### src/hdl/hgng_pkg.sv
// Package for the high-pass / gain / noise-gate block.
// Holds register indexes, reset values, field widths and shared types.
// No dependencies.
package hgng_pkg;

    localparam int SampleW  = 16;
    localparam int OperandW = 17;
    localparam int ProductW = 2 * OperandW;
    localparam int CfgAddrW = 3;
    localparam int CfgDataW = 16;

    // Configuration register indexes
    localparam logic [CfgAddrW-1:0] RegFilterPole     = 3'd0;
    localparam logic [CfgAddrW-1:0] RegFilterGain     = 3'd1;
    localparam logic [CfgAddrW-1:0] RegLocalGain      = 3'd2;
    localparam logic [CfgAddrW-1:0] RegNoiseThreshold = 3'd3;
    localparam logic [CfgAddrW-1:0] RegHangLength     = 3'd4;

    // Register reset values
    localparam logic signed [15:0] PoleReset      = 16'sd13335;
    localparam logic [14:0]        GainReset      = 15'd23051;
    localparam logic [15:0]        LocalGainReset = 16'd2900;
    localparam logic [14:0]        ThresholdReset = 15'd10362;
    localparam logic [7:0]         HangReset      = 8'd5;

    // Control from the sequencer to the gate tracker
    typedef struct packed {
        logic en;    // a filtered word is ready this cycle
        logic last;  // that word closes a frame
    } t_gate_ctl;

endpackage

### src/hdl/hgng_mul.sv
// Shared signed multiplier with a registered product.
// Depends on hgng_pkg for operand and product widths.
module hgng_mul
    import hgng_pkg::*;
(
    input  logic                       i_clk,
    input  logic                       i_en,
    input  logic signed [OperandW-1:0] i_a,
    input  logic signed [OperandW-1:0] i_b,
    output logic signed [ProductW-1:0] o_p
);

    logic signed [ProductW-1:0] r_p;

    // One product per enabled cycle, held otherwise
    always_ff @(posedge i_clk) begin
        if (i_en) begin
            r_p <= i_a * i_b;
        end
    end

    assign o_p = r_p;

endmodule

### src/hdl/hgng_gate.sv
// Frame peak tracker and hang counter that form the voice gate decision.
// Depends on hgng_pkg for t_gate_ctl and sample width.
module hgng_gate
    import hgng_pkg::*;
(
    input  logic                      i_clk,
    input  logic                      i_rst_n,
    input  t_gate_ctl                 i_ctl,
    input  logic signed [SampleW-1:0] i_y,
    input  logic [14:0]               i_threshold,
    input  logic [7:0]                i_hang_length,
    output logic                      o_active
);

    logic signed [SampleW-1:0] r_max, r_min, n_max, n_min;
    logic [7:0]                r_hang;
    logic                      r_active;
    logic signed [SampleW:0]   thr_pos, thr_neg;
    logic                      loud;

    // Extremes including the current word
    always_comb begin
        n_max   = (i_y >= r_max) ? i_y : r_max;
        n_min   = (i_y < r_min) ? i_y : r_min;
        thr_pos = $signed({2'b00, i_threshold});
        thr_neg = -thr_pos;
        loud    = ($signed({n_max[SampleW-1], n_max}) > thr_pos)
               || ($signed({n_min[SampleW-1], n_min}) < thr_neg);
    end

    always_ff @(posedge i_clk) begin
        if (!i_rst_n) begin
            r_max    <= '0;
            r_min    <= '0;
            r_hang   <= '0;
            r_active <= 1'b0;
        end else if (i_ctl.en) begin
            if (i_ctl.last) begin
                // frame end: decide, then restart the extremes
                r_max <= '0;
                r_min <= '0;
                if (loud) begin
                    r_hang   <= i_hang_length;
                    r_active <= 1'b1;
                end else if (r_hang != 8'd0) begin
                    r_hang   <= r_hang - 8'd1;
                    r_active <= 1'b1;
                end else begin
                    r_active <= 1'b0;
                end
            end else begin
                r_max    <= n_max;
                r_min    <= n_min;
                r_active <= 1'b0;
            end
        end
    end

    assign o_active = r_active;

endmodule

### src/hdl/highpass_gain_noise_gate_top.sv
// Top level of the high-pass filter with output gain and noise gate.
// Depends on hgng_pkg, hgng_mul and hgng_gate.
//
// Each input word is one signed 16-bit sample with a frame-end mark; each
// accepted word yields exactly one output word. All three products (feedforward,
// feedback, output gain) run through a single 17x17 multiplier in turn, so a
// word passes through the FF, FB, SUM, OUT and WR states after acceptance, its
// result is loaded into the output register on leaving WR, and the block takes
// no new word before that load. o_ready is high only while the sequencer is
// idle; a finished result waiting in the output register does not hold off the
// next word, only the final load of the following result. Configuration writes
// go through i_cfg_we/i_cfg_addr/i_cfg_data and should be made only while the
// block is idle; indexes past the last register are ignored.
module highpass_gain_noise_gate_top
    import hgng_pkg::*;
(
    input  logic                      i_clk,
    input  logic                      i_rst_n,
    input  logic                      i_cfg_we,
    input  logic [CfgAddrW-1:0]       i_cfg_addr,
    input  logic [CfgDataW-1:0]       i_cfg_data,
    input  logic                      i_valid,
    output logic                      o_ready,
    input  logic signed [SampleW-1:0] i_sample_in,
    input  logic                      i_frame_end,
    output logic                      o_valid,
    input  logic                      i_ready,
    output logic signed [SampleW-1:0] o_sample_out,
    output logic                      o_frame_last,
    output logic                      o_voice_active
);

    typedef enum logic [2:0] {
        S_IDLE, S_FF, S_FB, S_SUM, S_OUT, S_WR
    } t_state;

    // Configuration registers
    logic signed [15:0] r_pole;
    logic [14:0]        r_gain;
    logic [15:0]        r_local_gain;
    logic [14:0]        r_threshold;
    logic [7:0]         r_hang_length;

    always_ff @(posedge i_clk) begin
        if (!i_rst_n) begin
            r_pole        <= PoleReset;
            r_gain        <= GainReset;
            r_local_gain  <= LocalGainReset;
            r_threshold   <= ThresholdReset;
            r_hang_length <= HangReset;
        end else if (i_cfg_we) begin
            case (i_cfg_addr)
                RegFilterPole:     r_pole        <= $signed(i_cfg_data);
                RegFilterGain:     r_gain        <= i_cfg_data[14:0];
                RegLocalGain:      r_local_gain  <= i_cfg_data;
                RegNoiseThreshold: r_threshold   <= i_cfg_data[14:0];
                RegHangLength:     r_hang_length <= i_cfg_data[7:0];
                default: ;
            endcase
        end
    end

    // Divide by 2^sh, rounding toward zero
    function automatic logic signed [ProductW-1:0] trunc_shift(
        input logic signed [ProductW-1:0] p,
        input logic [3:0]                 sh
    );
        logic signed [ProductW-1:0] bias;
        bias = p[ProductW-1] ? ((ProductW'(1) <<< sh) - ProductW'(1)) : '0;
        return (p + bias) >>> sh;
    endfunction

    // Sequencer and datapath registers
    t_state                    r_state, n_state;
    logic signed [SampleW-1:0] r_x, n_x;
    logic                      r_last, n_last;
    logic signed [OperandW-1:0] r_diff, n_diff;
    logic signed [SampleW-1:0] r_prev_in, n_prev_in;
    logic signed [SampleW-1:0] r_prev_y, n_prev_y;
    logic signed [18:0]        r_ff, n_ff;
    logic                      r_out_valid, n_out_valid;
    logic signed [SampleW-1:0] r_out_sample, n_out_sample;
    logic                      r_out_last, n_out_last;
    logic                      r_out_active, n_out_active;

    logic signed [OperandW-1:0] mul_a, mul_b;
    logic                       mul_en;
    logic signed [ProductW-1:0] prod;
    logic signed [ProductW-1:0] ff_q, fb_q, sc_q;
    logic signed [18:0]         y_sum;
    logic signed [SampleW-1:0]  y_clamped;
    logic signed [SampleW-1:0]  sc_sat;
    t_gate_ctl                  gate_ctl;
    logic                       gate_active;
    logic                       accept;

    assign accept = i_valid && (r_state == S_IDLE);

    // Operand select for the shared multiplier
    always_comb begin
        mul_en = 1'b0;
        mul_a  = '0;
        mul_b  = '0;
        case (r_state)
            S_FF: begin
                mul_en = 1'b1;
                mul_a  = r_diff;
                mul_b  = $signed({2'b00, r_gain});
            end
            S_FB: begin
                mul_en = 1'b1;
                mul_a  = OperandW'(r_prev_y);
                mul_b  = OperandW'(r_pole);
            end
            S_OUT: begin
                mul_en = 1'b1;
                mul_a  = OperandW'(r_prev_y);
                mul_b  = $signed({1'b0, r_local_gain});
            end
            default: ;
        endcase
    end

    hgng_mul u_mul (
        .i_clk (i_clk),
        .i_en  (mul_en),
        .i_a   (mul_a),
        .i_b   (mul_b),
        .o_p   (prod)
    );

    // Scaling, sum and clamps on the registered product
    always_comb begin
        ff_q  = trunc_shift(prod, 4'd14);
        fb_q  = trunc_shift(prod, 4'd15);
        sc_q  = trunc_shift(prod, 4'd12);
        y_sum = r_ff + fb_q[18:0];
        if (y_sum > 19'sd32767) begin
            y_clamped = 16'sd32767;
        end else if (y_sum < -19'sd32767) begin
            y_clamped = -16'sd32767;
        end else begin
            y_clamped = y_sum[SampleW-1:0];
        end
        if (sc_q > ProductW'(32767)) begin
            sc_sat = 16'sh7fff;
        end else if (sc_q < -ProductW'(32768)) begin
            sc_sat = 16'sh8000;
        end else begin
            sc_sat = sc_q[SampleW-1:0];
        end
    end

    assign gate_ctl.en   = (r_state == S_SUM);
    assign gate_ctl.last = r_last;

    hgng_gate u_gate (
        .i_clk         (i_clk),
        .i_rst_n       (i_rst_n),
        .i_ctl         (gate_ctl),
        .i_y           (y_clamped),
        .i_threshold   (r_threshold),
        .i_hang_length (r_hang_length),
        .o_active      (gate_active)
    );

    // Next-state logic
    always_comb begin
        n_state      = r_state;
        n_x          = r_x;
        n_last       = r_last;
        n_diff       = r_diff;
        n_prev_in    = r_prev_in;
        n_prev_y     = r_prev_y;
        n_ff         = r_ff;
        n_out_valid  = r_out_valid && !i_ready;
        n_out_sample = r_out_sample;
        n_out_last   = r_out_last;
        n_out_active = r_out_active;
        case (r_state)
            S_IDLE: begin
                if (accept) begin
                    n_x     = i_sample_in;
                    n_last  = i_frame_end;
                    n_diff  = OperandW'(i_sample_in) - OperandW'(r_prev_in);
                    n_state = S_FF;
                end
            end
            S_FF:  n_state = S_FB;
            S_FB: begin
                n_ff    = ff_q[18:0];
                n_state = S_SUM;
            end
            S_SUM: begin
                // y becomes the next feedback value
                n_prev_y  = y_clamped;
                n_prev_in = r_x;
                n_state   = S_OUT;
            end
            S_OUT: n_state = S_WR;
            S_WR: begin
                if (!r_out_valid || i_ready) begin
                    n_out_valid  = 1'b1;
                    n_out_sample = sc_sat;
                    n_out_last   = r_last;
                    n_out_active = gate_active;
                    n_state      = S_IDLE;
                end
            end
            default: n_state = S_IDLE;
        endcase
    end

    always_ff @(posedge i_clk) begin
        if (!i_rst_n) begin
            r_state     <= S_IDLE;
            r_out_valid <= 1'b0;
            r_prev_in   <= '0;
            r_prev_y    <= '0;
        end else begin
            r_state     <= n_state;
            r_out_valid <= n_out_valid;
            r_prev_in   <= n_prev_in;
            r_prev_y    <= n_prev_y;
        end
        r_x          <= n_x;
        r_last       <= n_last;
        r_diff       <= n_diff;
        r_ff         <= n_ff;
        r_out_sample <= n_out_sample;
        r_out_last   <= n_out_last;
        r_out_active <= n_out_active;
    end

    assign o_ready        = (r_state == S_IDLE);
    assign o_valid        = r_out_valid;
    assign o_sample_out   = r_out_sample;
    assign o_frame_last   = r_out_last;
    assign o_voice_active = r_out_active;

endmodule

### config.mk
export PLATFORM = sky130hd
export DESIGN_NAME = highpass_gain_noise_gate_top
export DESIGN_NICKNAME = d
export VERILOG_FILES = /design/src/hdl/hgng_pkg.sv /design/src/hdl/hgng_mul.sv /design/src/hdl/hgng_gate.sv /design/src/hdl/highpass_gain_noise_gate_top.sv
export SDC_FILE = /design/constraint.sdc
export NUM_CORES = 2
export LEC_CHECK = 0
export BUFFER_PORTS_ARGS = -buffer_cell sky130_fd_sc_hd__buf_2
export CORE_MARGIN = 10
export CORE_UTILIZATION = 50
export DETAILED_ROUTE_END_ITERATION = 16
export HOLD_SLACK_MARGIN = 0.15
export PLACE_DENSITY = 0.66
export SYNTH_ARGS = -nofsm -noshare
export SYNTH_HDL_FRONTEND = slang
export SYNTH_HIERARCHICAL = 1
export SYNTH_SLANG_ARGS = --single-unit
### constraint.sdc
create_clock -name i_clk -period 19 [get_ports i_clk]
set_input_delay 3.8 -clock i_clk [delete_from_list [all_inputs] [get_ports i_clk]]
set_output_delay 3.8 -clock i_clk [all_outputs]
set_load 0.005 [all_outputs]
Yosys cells after proc, flatten, opt, wreduce, memory -nomap -nowiden
Index checks and enable logic that the tools add are counted.
Word-level totals
  input bits: 41
  output and inout bits: 20
  memory bits (read-only): 0
  bits in registers: 252
  logic and storage cells: 92
  bits in writable memories: 0
  bits in latches: 0
  memories kept: 0
Cells by class
  muxes and demuxes: 23
  shift operators: 0
  equal/unequal tests: 11
  $add $sub $neg: 7
  $mul: 1
  $lt $le $gt $ge: 8
  reduce and logical (&&, ||, !) cells: 21
  bitwise gates (word level): 0
  divide/modulo/power cells: 0
Operator list (count)
  two-way mux 16 bit: 7
  case mux 17 bit (3 select lines): 1
  adder 34 x 13 -> 34 bit: 1
  adder 34 x 16 -> 34 bit: 1
  multiplier 17 x 17 -> 34 bit: 1
  case mux 17 bit (2 select lines): 1
  adder 33 x 15 -> 33 bit: 1
  > comparator 22 x 16 -> 1 bit (second input constant): 1
  less-than comparator 22 x 16 -> 1 bit (second input constant): 1
  adder 19 bit: 1
  > comparator 19 x 16 -> 1 bit (second input constant): 1
  less-than comparator 19 x 16 -> 1 bit (second input constant): 1
  case mux 3 bit (6 select lines): 1
  less-than comparator 16 x 17 -> 1 bit: 1
  negator 15 -> 17 bit: 1
  subtractor 16 x 16 -> 17 bit: 1
  >= comparator 16 bit: 1
  > comparator 16 bit: 1
  less-than comparator 16 bit: 1
  two-way mux 8 bit: 2
  AND reduction 2 bit: 8
  two-way mux 15 bit: 1
  two-way mux 14 bit: 1
  equality test 3 x 2 -> 1 bit (second input constant): 4
  17 further kinds: 30

Depth between registers and ports, before layout
  word-level depth: 12
  mapped depth: 43
  depth with buffers taken out: 39

Cells and area by module
The synthesis kept the hierarchy.
By module, submodules not included
  hgng_mul: sequential area each 1021.0 um^2, area each 11987.7 um^2, cells each 1245, times used 1
  highpass_gain_noise_gate_top: sequential area each 4254.1 um^2, area each 9780.6 um^2, cells each 1111, times used 1
  hgng_gate: sequential area each 820.8 um^2, area each 4051.4 um^2, cells each 517, times used 1

Least setup slack after synthesis
Ideal clock, no wire load.
  kind: reg2reg
  from: register u_mul.r_p[33] (netlist: u_mul/o_p[33])
  to: register u_gate.r_hang[2]
  arrival: 9.090 ns
  clock period less this slack: 9.205 ns
  setup time: 0.115 ns
  stages on the path, launching flop included: 43
  buffers on the path: 3
  data required time: 18.885 ns
  slack: 9.795 ns
  cell sequence: edfxtp_1 > ha_1 > nand4_1 > a21oi_1 > o21ai_1 > a221o_1 > a21oi_1 > clkbuf_1 > xor2_1 > ha_1 > inv_1 > fa_1 > nor2b_4 > o2111ai_2 > a31oi_1 > o21ai_0 > a2111oi_2 > nand4_1 > [... 7 more ...] > a211oi_1 > a32oi_1 > nand3b_1 > nand2_1 > o21ai_1 > clkbuf_1 > mux2_2 > ha_1 > nand3_1 > or3_1 > nor3_1 > a31oi_1 > and3_1 > a311oi_2 > nand2_2 > mux2_4 > and3_1 > a31o_1
Between the ends
  longest elaborated chain between the ends: 12
  elaborated cells on any way between the ends: 17
  those cells by class: add/sub (2); order compare (6); mux (6); reduce/logical (3)
RTL lines
  from (decl): line hgng_mul.sv:13  | logic signed [ProductW-1:0] r_p;
  from (signal assigned): line hgng_mul.sv:18  | r_p <= i_a * i_b;
  two-way mux 15 bit: line highpass_gain_noise_gate_top.sv:69  | bias = p[ProductW-1] ? ((ProductW'(1) <<< sh) - ProductW'(1)) : '0;
  adder 34 x 16 -> 34 bit *: line highpass_gain_noise_gate_top.sv:70  | return (p + bias) >>> sh;
  adder 19 bit *: line highpass_gain_noise_gate_top.sv:137  | y_sum = r_ff + fb_q[18:0];
  less-than comparator 19 x 16 -> 1 bit: line highpass_gain_noise_gate_top.sv:140  | end else if (y_sum < -19'sd32767) begin
  two-way mux 16 bit: line highpass_gain_noise_gate_top.sv:140
  two-way mux 16 bit *: line highpass_gain_noise_gate_top.sv:138  | if (y_sum > 19'sd32767) begin
  via y_clamped[14]: line highpass_gain_noise_gate_top.sv:91  | logic signed [SampleW-1:0] y_clamped;
  less-than comparator 16 bit / >= comparator 16 bit (equally long branches): line hgng_gate.sv:24, hgng_gate.sv:23
  two-way mux 16 bit, on equally long branches: line hgng_gate.sv:24, hgng_gate.sv:23
  less-than comparator 16 x 17 -> 1 bit / > comparator 16 bit (equally long branches): line hgng_gate.sv:28, hgng_gate.sv:27
  logical OR 1 bit *: line hgng_gate.sv:28  | || ($signed({n_min[SampleW-1], n_min}) < thr_neg);
  nonzero test 2 bit (no source line)
  AND reduction 3 bit (no source line)
  to (signal assigned): line hgng_gate.sv:43  | r_hang <= i_hang_length;
  to (signal assigned): line hgng_gate.sv:46  | r_hang <= r_hang - 8'd1;
  to (decl): line hgng_gate.sv:16  | logic [7:0] r_hang;
Mark *: on every way through the listed nets, which the timed path passes. The rest lies on a longest branch.
A chain may end at the register's enable or synchronous reset.

Worst setup path in the final report
Same ends and word-level chain as after synthesis.

==> out/qor.yml <==
synthesis:
  ys.warnings.count: 6
  syn_area_per_cell_um2: 8.99
  ys.flop_type: "dfxtp_1"
  synthSimpleGateAreaFrac_pct: 18.2
  synth_edf_count: 105
  synthArstFlopShare_pct: 0
  synth-seq-area-share_pct: 23.6
  synth_xor_area_share_pct: 4.24
  synthMuxAreaShare_pct: 0.979
  synth_area_mm2: 0.0258
  synth_top_family_by_area: "adder cells"
  ys_ff_latch: 252
  synthAdderAreaFrac_pct: 32.7
  synthCells: 2873
  syn_nets: 3409
  synth_compound_area_share_pct: 12.2
  synthDistinctLibCells: 88
placement:
  hpwl_um: 51900
  gp_congestion: 0.879
  dpl-instance-area_mm2: 0.0267
  post-place-ws_ps: 8460
  port_buffers: 60
worst_setup_path:
  crit_path_max_fanout: 18
  critPathCaptureType: "register"
  worst_path_max_delay_cell: "edfxtp_1"
  critPathKind: "reg2reg"
  cp_data_arrival_time_ps: 11120
  critPathMaxStageDelay_ps: 690
  cp.required_ps: 19470
  startpoint_type: "register"
timing:
  slew_headroom_pct: 20.9
  finalSetupViolCount: 0
  skew_ps: 24.6
  finalCritPeriodShare_pct: 56.1
  whs_ps: 433
  hold_viol: 0
  worst_pin_slew_ps: 1180
  max_freq_ghz: 0.0939
  worst_slack_ps: 8350
  rsz0062_at_grt: "false"
  setup_tns_ps: 0
  finalCriticalPeriod_ps: 10650
  maxSlewViolCount: 0
grt:
  grt_pass1_wl_um: 107000
  grt_usage_pct: 21.8
  grt_pass1_vias: 20352
  antenna_found_initial: 2
  grt_max_degree: 111
  gr-total-overflow: 0
clock_network:
  cts_htree_levels: 1
  clk_pin_slew_ps: 60
  cts-root-buf: "clkbuf_16"
  cts_buffer_depth: 3
  cts.sinks: 252
  hold_buffers: 0
  cts_resized: 0
  cts_tree: "built"
  cts_buffers: 30
  postCtsSetupRepairBufs: 0
  clock_latency_ps: 600
final_layout:
  layout_common_cells: "nand2_1, inv_1, fa_1, ha_1, and2_1"
  multiInputGateArea_mm2: 0.0177
  regArea_mm2: 0.00610
  diodes: 0
  drive_gt1_share_pct: 6.70
  layout_commonest_cell: "nand2_1"
  nFillCells: 4709
  fin_area_mm2: 0.0277
  area_growth_syn_to_layout_pct: 7.38
  layout.nets: 3406
run_status:
  status: "finished, final reports clean"
floorplanning:
  start_util_pct: 50.4
  fp-row-count: 83
  die_w_um: 247
  dieArea_mm2: 0.0611
  die_y_um: 247
  io_pins: 61
  core-area_mm2: 0.0512
power_and_ir_drop:
  p_seq_share_pct: 28.1
  p_comb_share_pct: 47.3
  power_switching_mw: 0.979
  p_int_mw: 1.37
  total_power_mw: 2.35
  power_frac_clock_pct: 24.6
  power_density_mw_per_mm2: 84.8
  switching_share_pct: 41.7
  peakVddDrop_mv: 0.0838
  leakage_nw: 12.6
route:
  viasPerCell: 5.58
  drt-total-wl_um: 66400
  drc: 0
  wire_per_inst_um: 18.6
  dr.first_iter.drc_count: 1261
  drtPass1Iterations: 5
  routed-via-count: 19938
  drtAntennaViolNets: 0
flow_run:
  cap_violations: 0
min_path:
  hold_class: "reg2reg"
cell usage after synthesis, types with 11 or more instances:
cell,count,area [µm²]
xor2_1,31,272
clkbuf_1,111,417
a21boi_0,65,488
fa_1,298,5970
a22oi_1,16,120
o211ai_1,11,82.6
mux2_2,18,203
o21ai_0,114,571
o21a_1,17,128
a2bb2oi_1,30,263
and2_1,160,1000
xnor2_1,94,823
nand4_1,28,175
nand3_1,72,360
and3_1,20,125
a211oi_1,15,113
a21oi_1,67,335
nor2b_1,55,344
nand2b_1,21,131
a22o_1,17,149
a21o_1,22,165
nor2_1,89,334
nand2_1,434,1630
ha_1,197,2460
nor3_1,31,155
dfxtp_1,147,2940
edfxtp_1,105,3150
inv_1,432,1620
sequential cells by signal, summed over array words and instances, names as in the netlist, 16 cells and up:
name / flops
u_mul/o_p: 34
r_prev_y: 16
r_ff: 19
u_gate/r_max: 16
r_x: 16
r_local_gain: 16
r_prev_in: 16
r_diff: 17
u_gate/r_min: 16
o_sample_out: 16
r_pole: 16
layer usage:
metal / track usage, % / up-vias / wire length [µm]
met5: 0 / - / 0
met4: 6.10 / 0 / 1740
met3: 3.13 / 111 / 3580
met2: 37.2 / 574 / 32500
met1: 28.3 / 9903 / 28600
li1: - / 9350 / -
worst max-delay path, delay by kind of cell, from the launching register on:
| family | cells | cell delay (ps) |
|---|---|---|
| AOI/OAI and AO/OA | 15 | 3500 |
| and+or+nand+nor | 15 | 2750 |
| adders and majority gates | 5 | 2020 |
| muxes | 2 | 740 |
| DFF | 1 | 690 |
| buffers and inverters | 3 | 600 |
| xor gates and xnor gates | 1 | 190 |
path summary, 6_finish.rpt:
kind                                         to  slack, ps  depth (start not counted)                         start
hold reg to reg        o_voice_active$_DFFE_PP_        430                          0  u_gate/o_active$_SDFFE_PN0P_
hold / removal         o_voice_active$_DFFE_PP_        430                          0  u_gate/o_active$_SDFFE_PN0P_
setup / recovery  u_gate/r_hang[2]$_SDFFE_PN0P_       8350                         41       u_mul/o_p[33]$_DFFE_PP_
setup reg to reg  u_gate/r_hang[2]$_SDFFE_PN0P_       8350                         41       u_mul/o_p[33]$_DFFE_PP_
area by class of cell:
class                      count  area share, %
inverter                     432           5.85
clock inverter                14          0.388
clock buffer                  42           3.17
sequential                   252           22.0
tap                          680           3.07
multi-input combinational   2066           63.7
timing repair buffer          88           1.85
logic make-up (layout without fill, tap and decap cells):
family | after synthesis | count (layout)
simple gates | 966 | 966
buf+inv | 555 | 576
fa+ha+maj | 495 | 495
compound gates | 458 | 458
flops | 252 | 252
xor+xnor | 125 | 125
mux | 22 | 22
power by group through the flow:
stage / clock [mW] / sequential (mW) / combinational, mW
6_report: 0.578 / 0.661 / 1.11
5_1_grt: 0.615 / 0.664 / 1.24
4_1_cts: 0.591 / 0.660 / 1.10
3_5_place_dp: 0 / 0.671 / 1.09
3_3_place_gp: 0 / 0.670 / 1.07
2_1_floorplan: 0 / 0.638 / 0.827
per-stage QoR:
| step | instances | utilization, % |
|---|---|---|
| 2_1_floorplan | 2873 | - |
| 3_5_place_dp | 3518 | 52.2 |
| 5_1_grt | 3574 | 54.2 |
| 6_report | 3574 | 54.2 |
| 3_3_place_gp | 3518 | 52.2 |
| 4_1_cts | 3574 | 54.2 |
No activity file was read; power rests on OpenSTA's default activity.
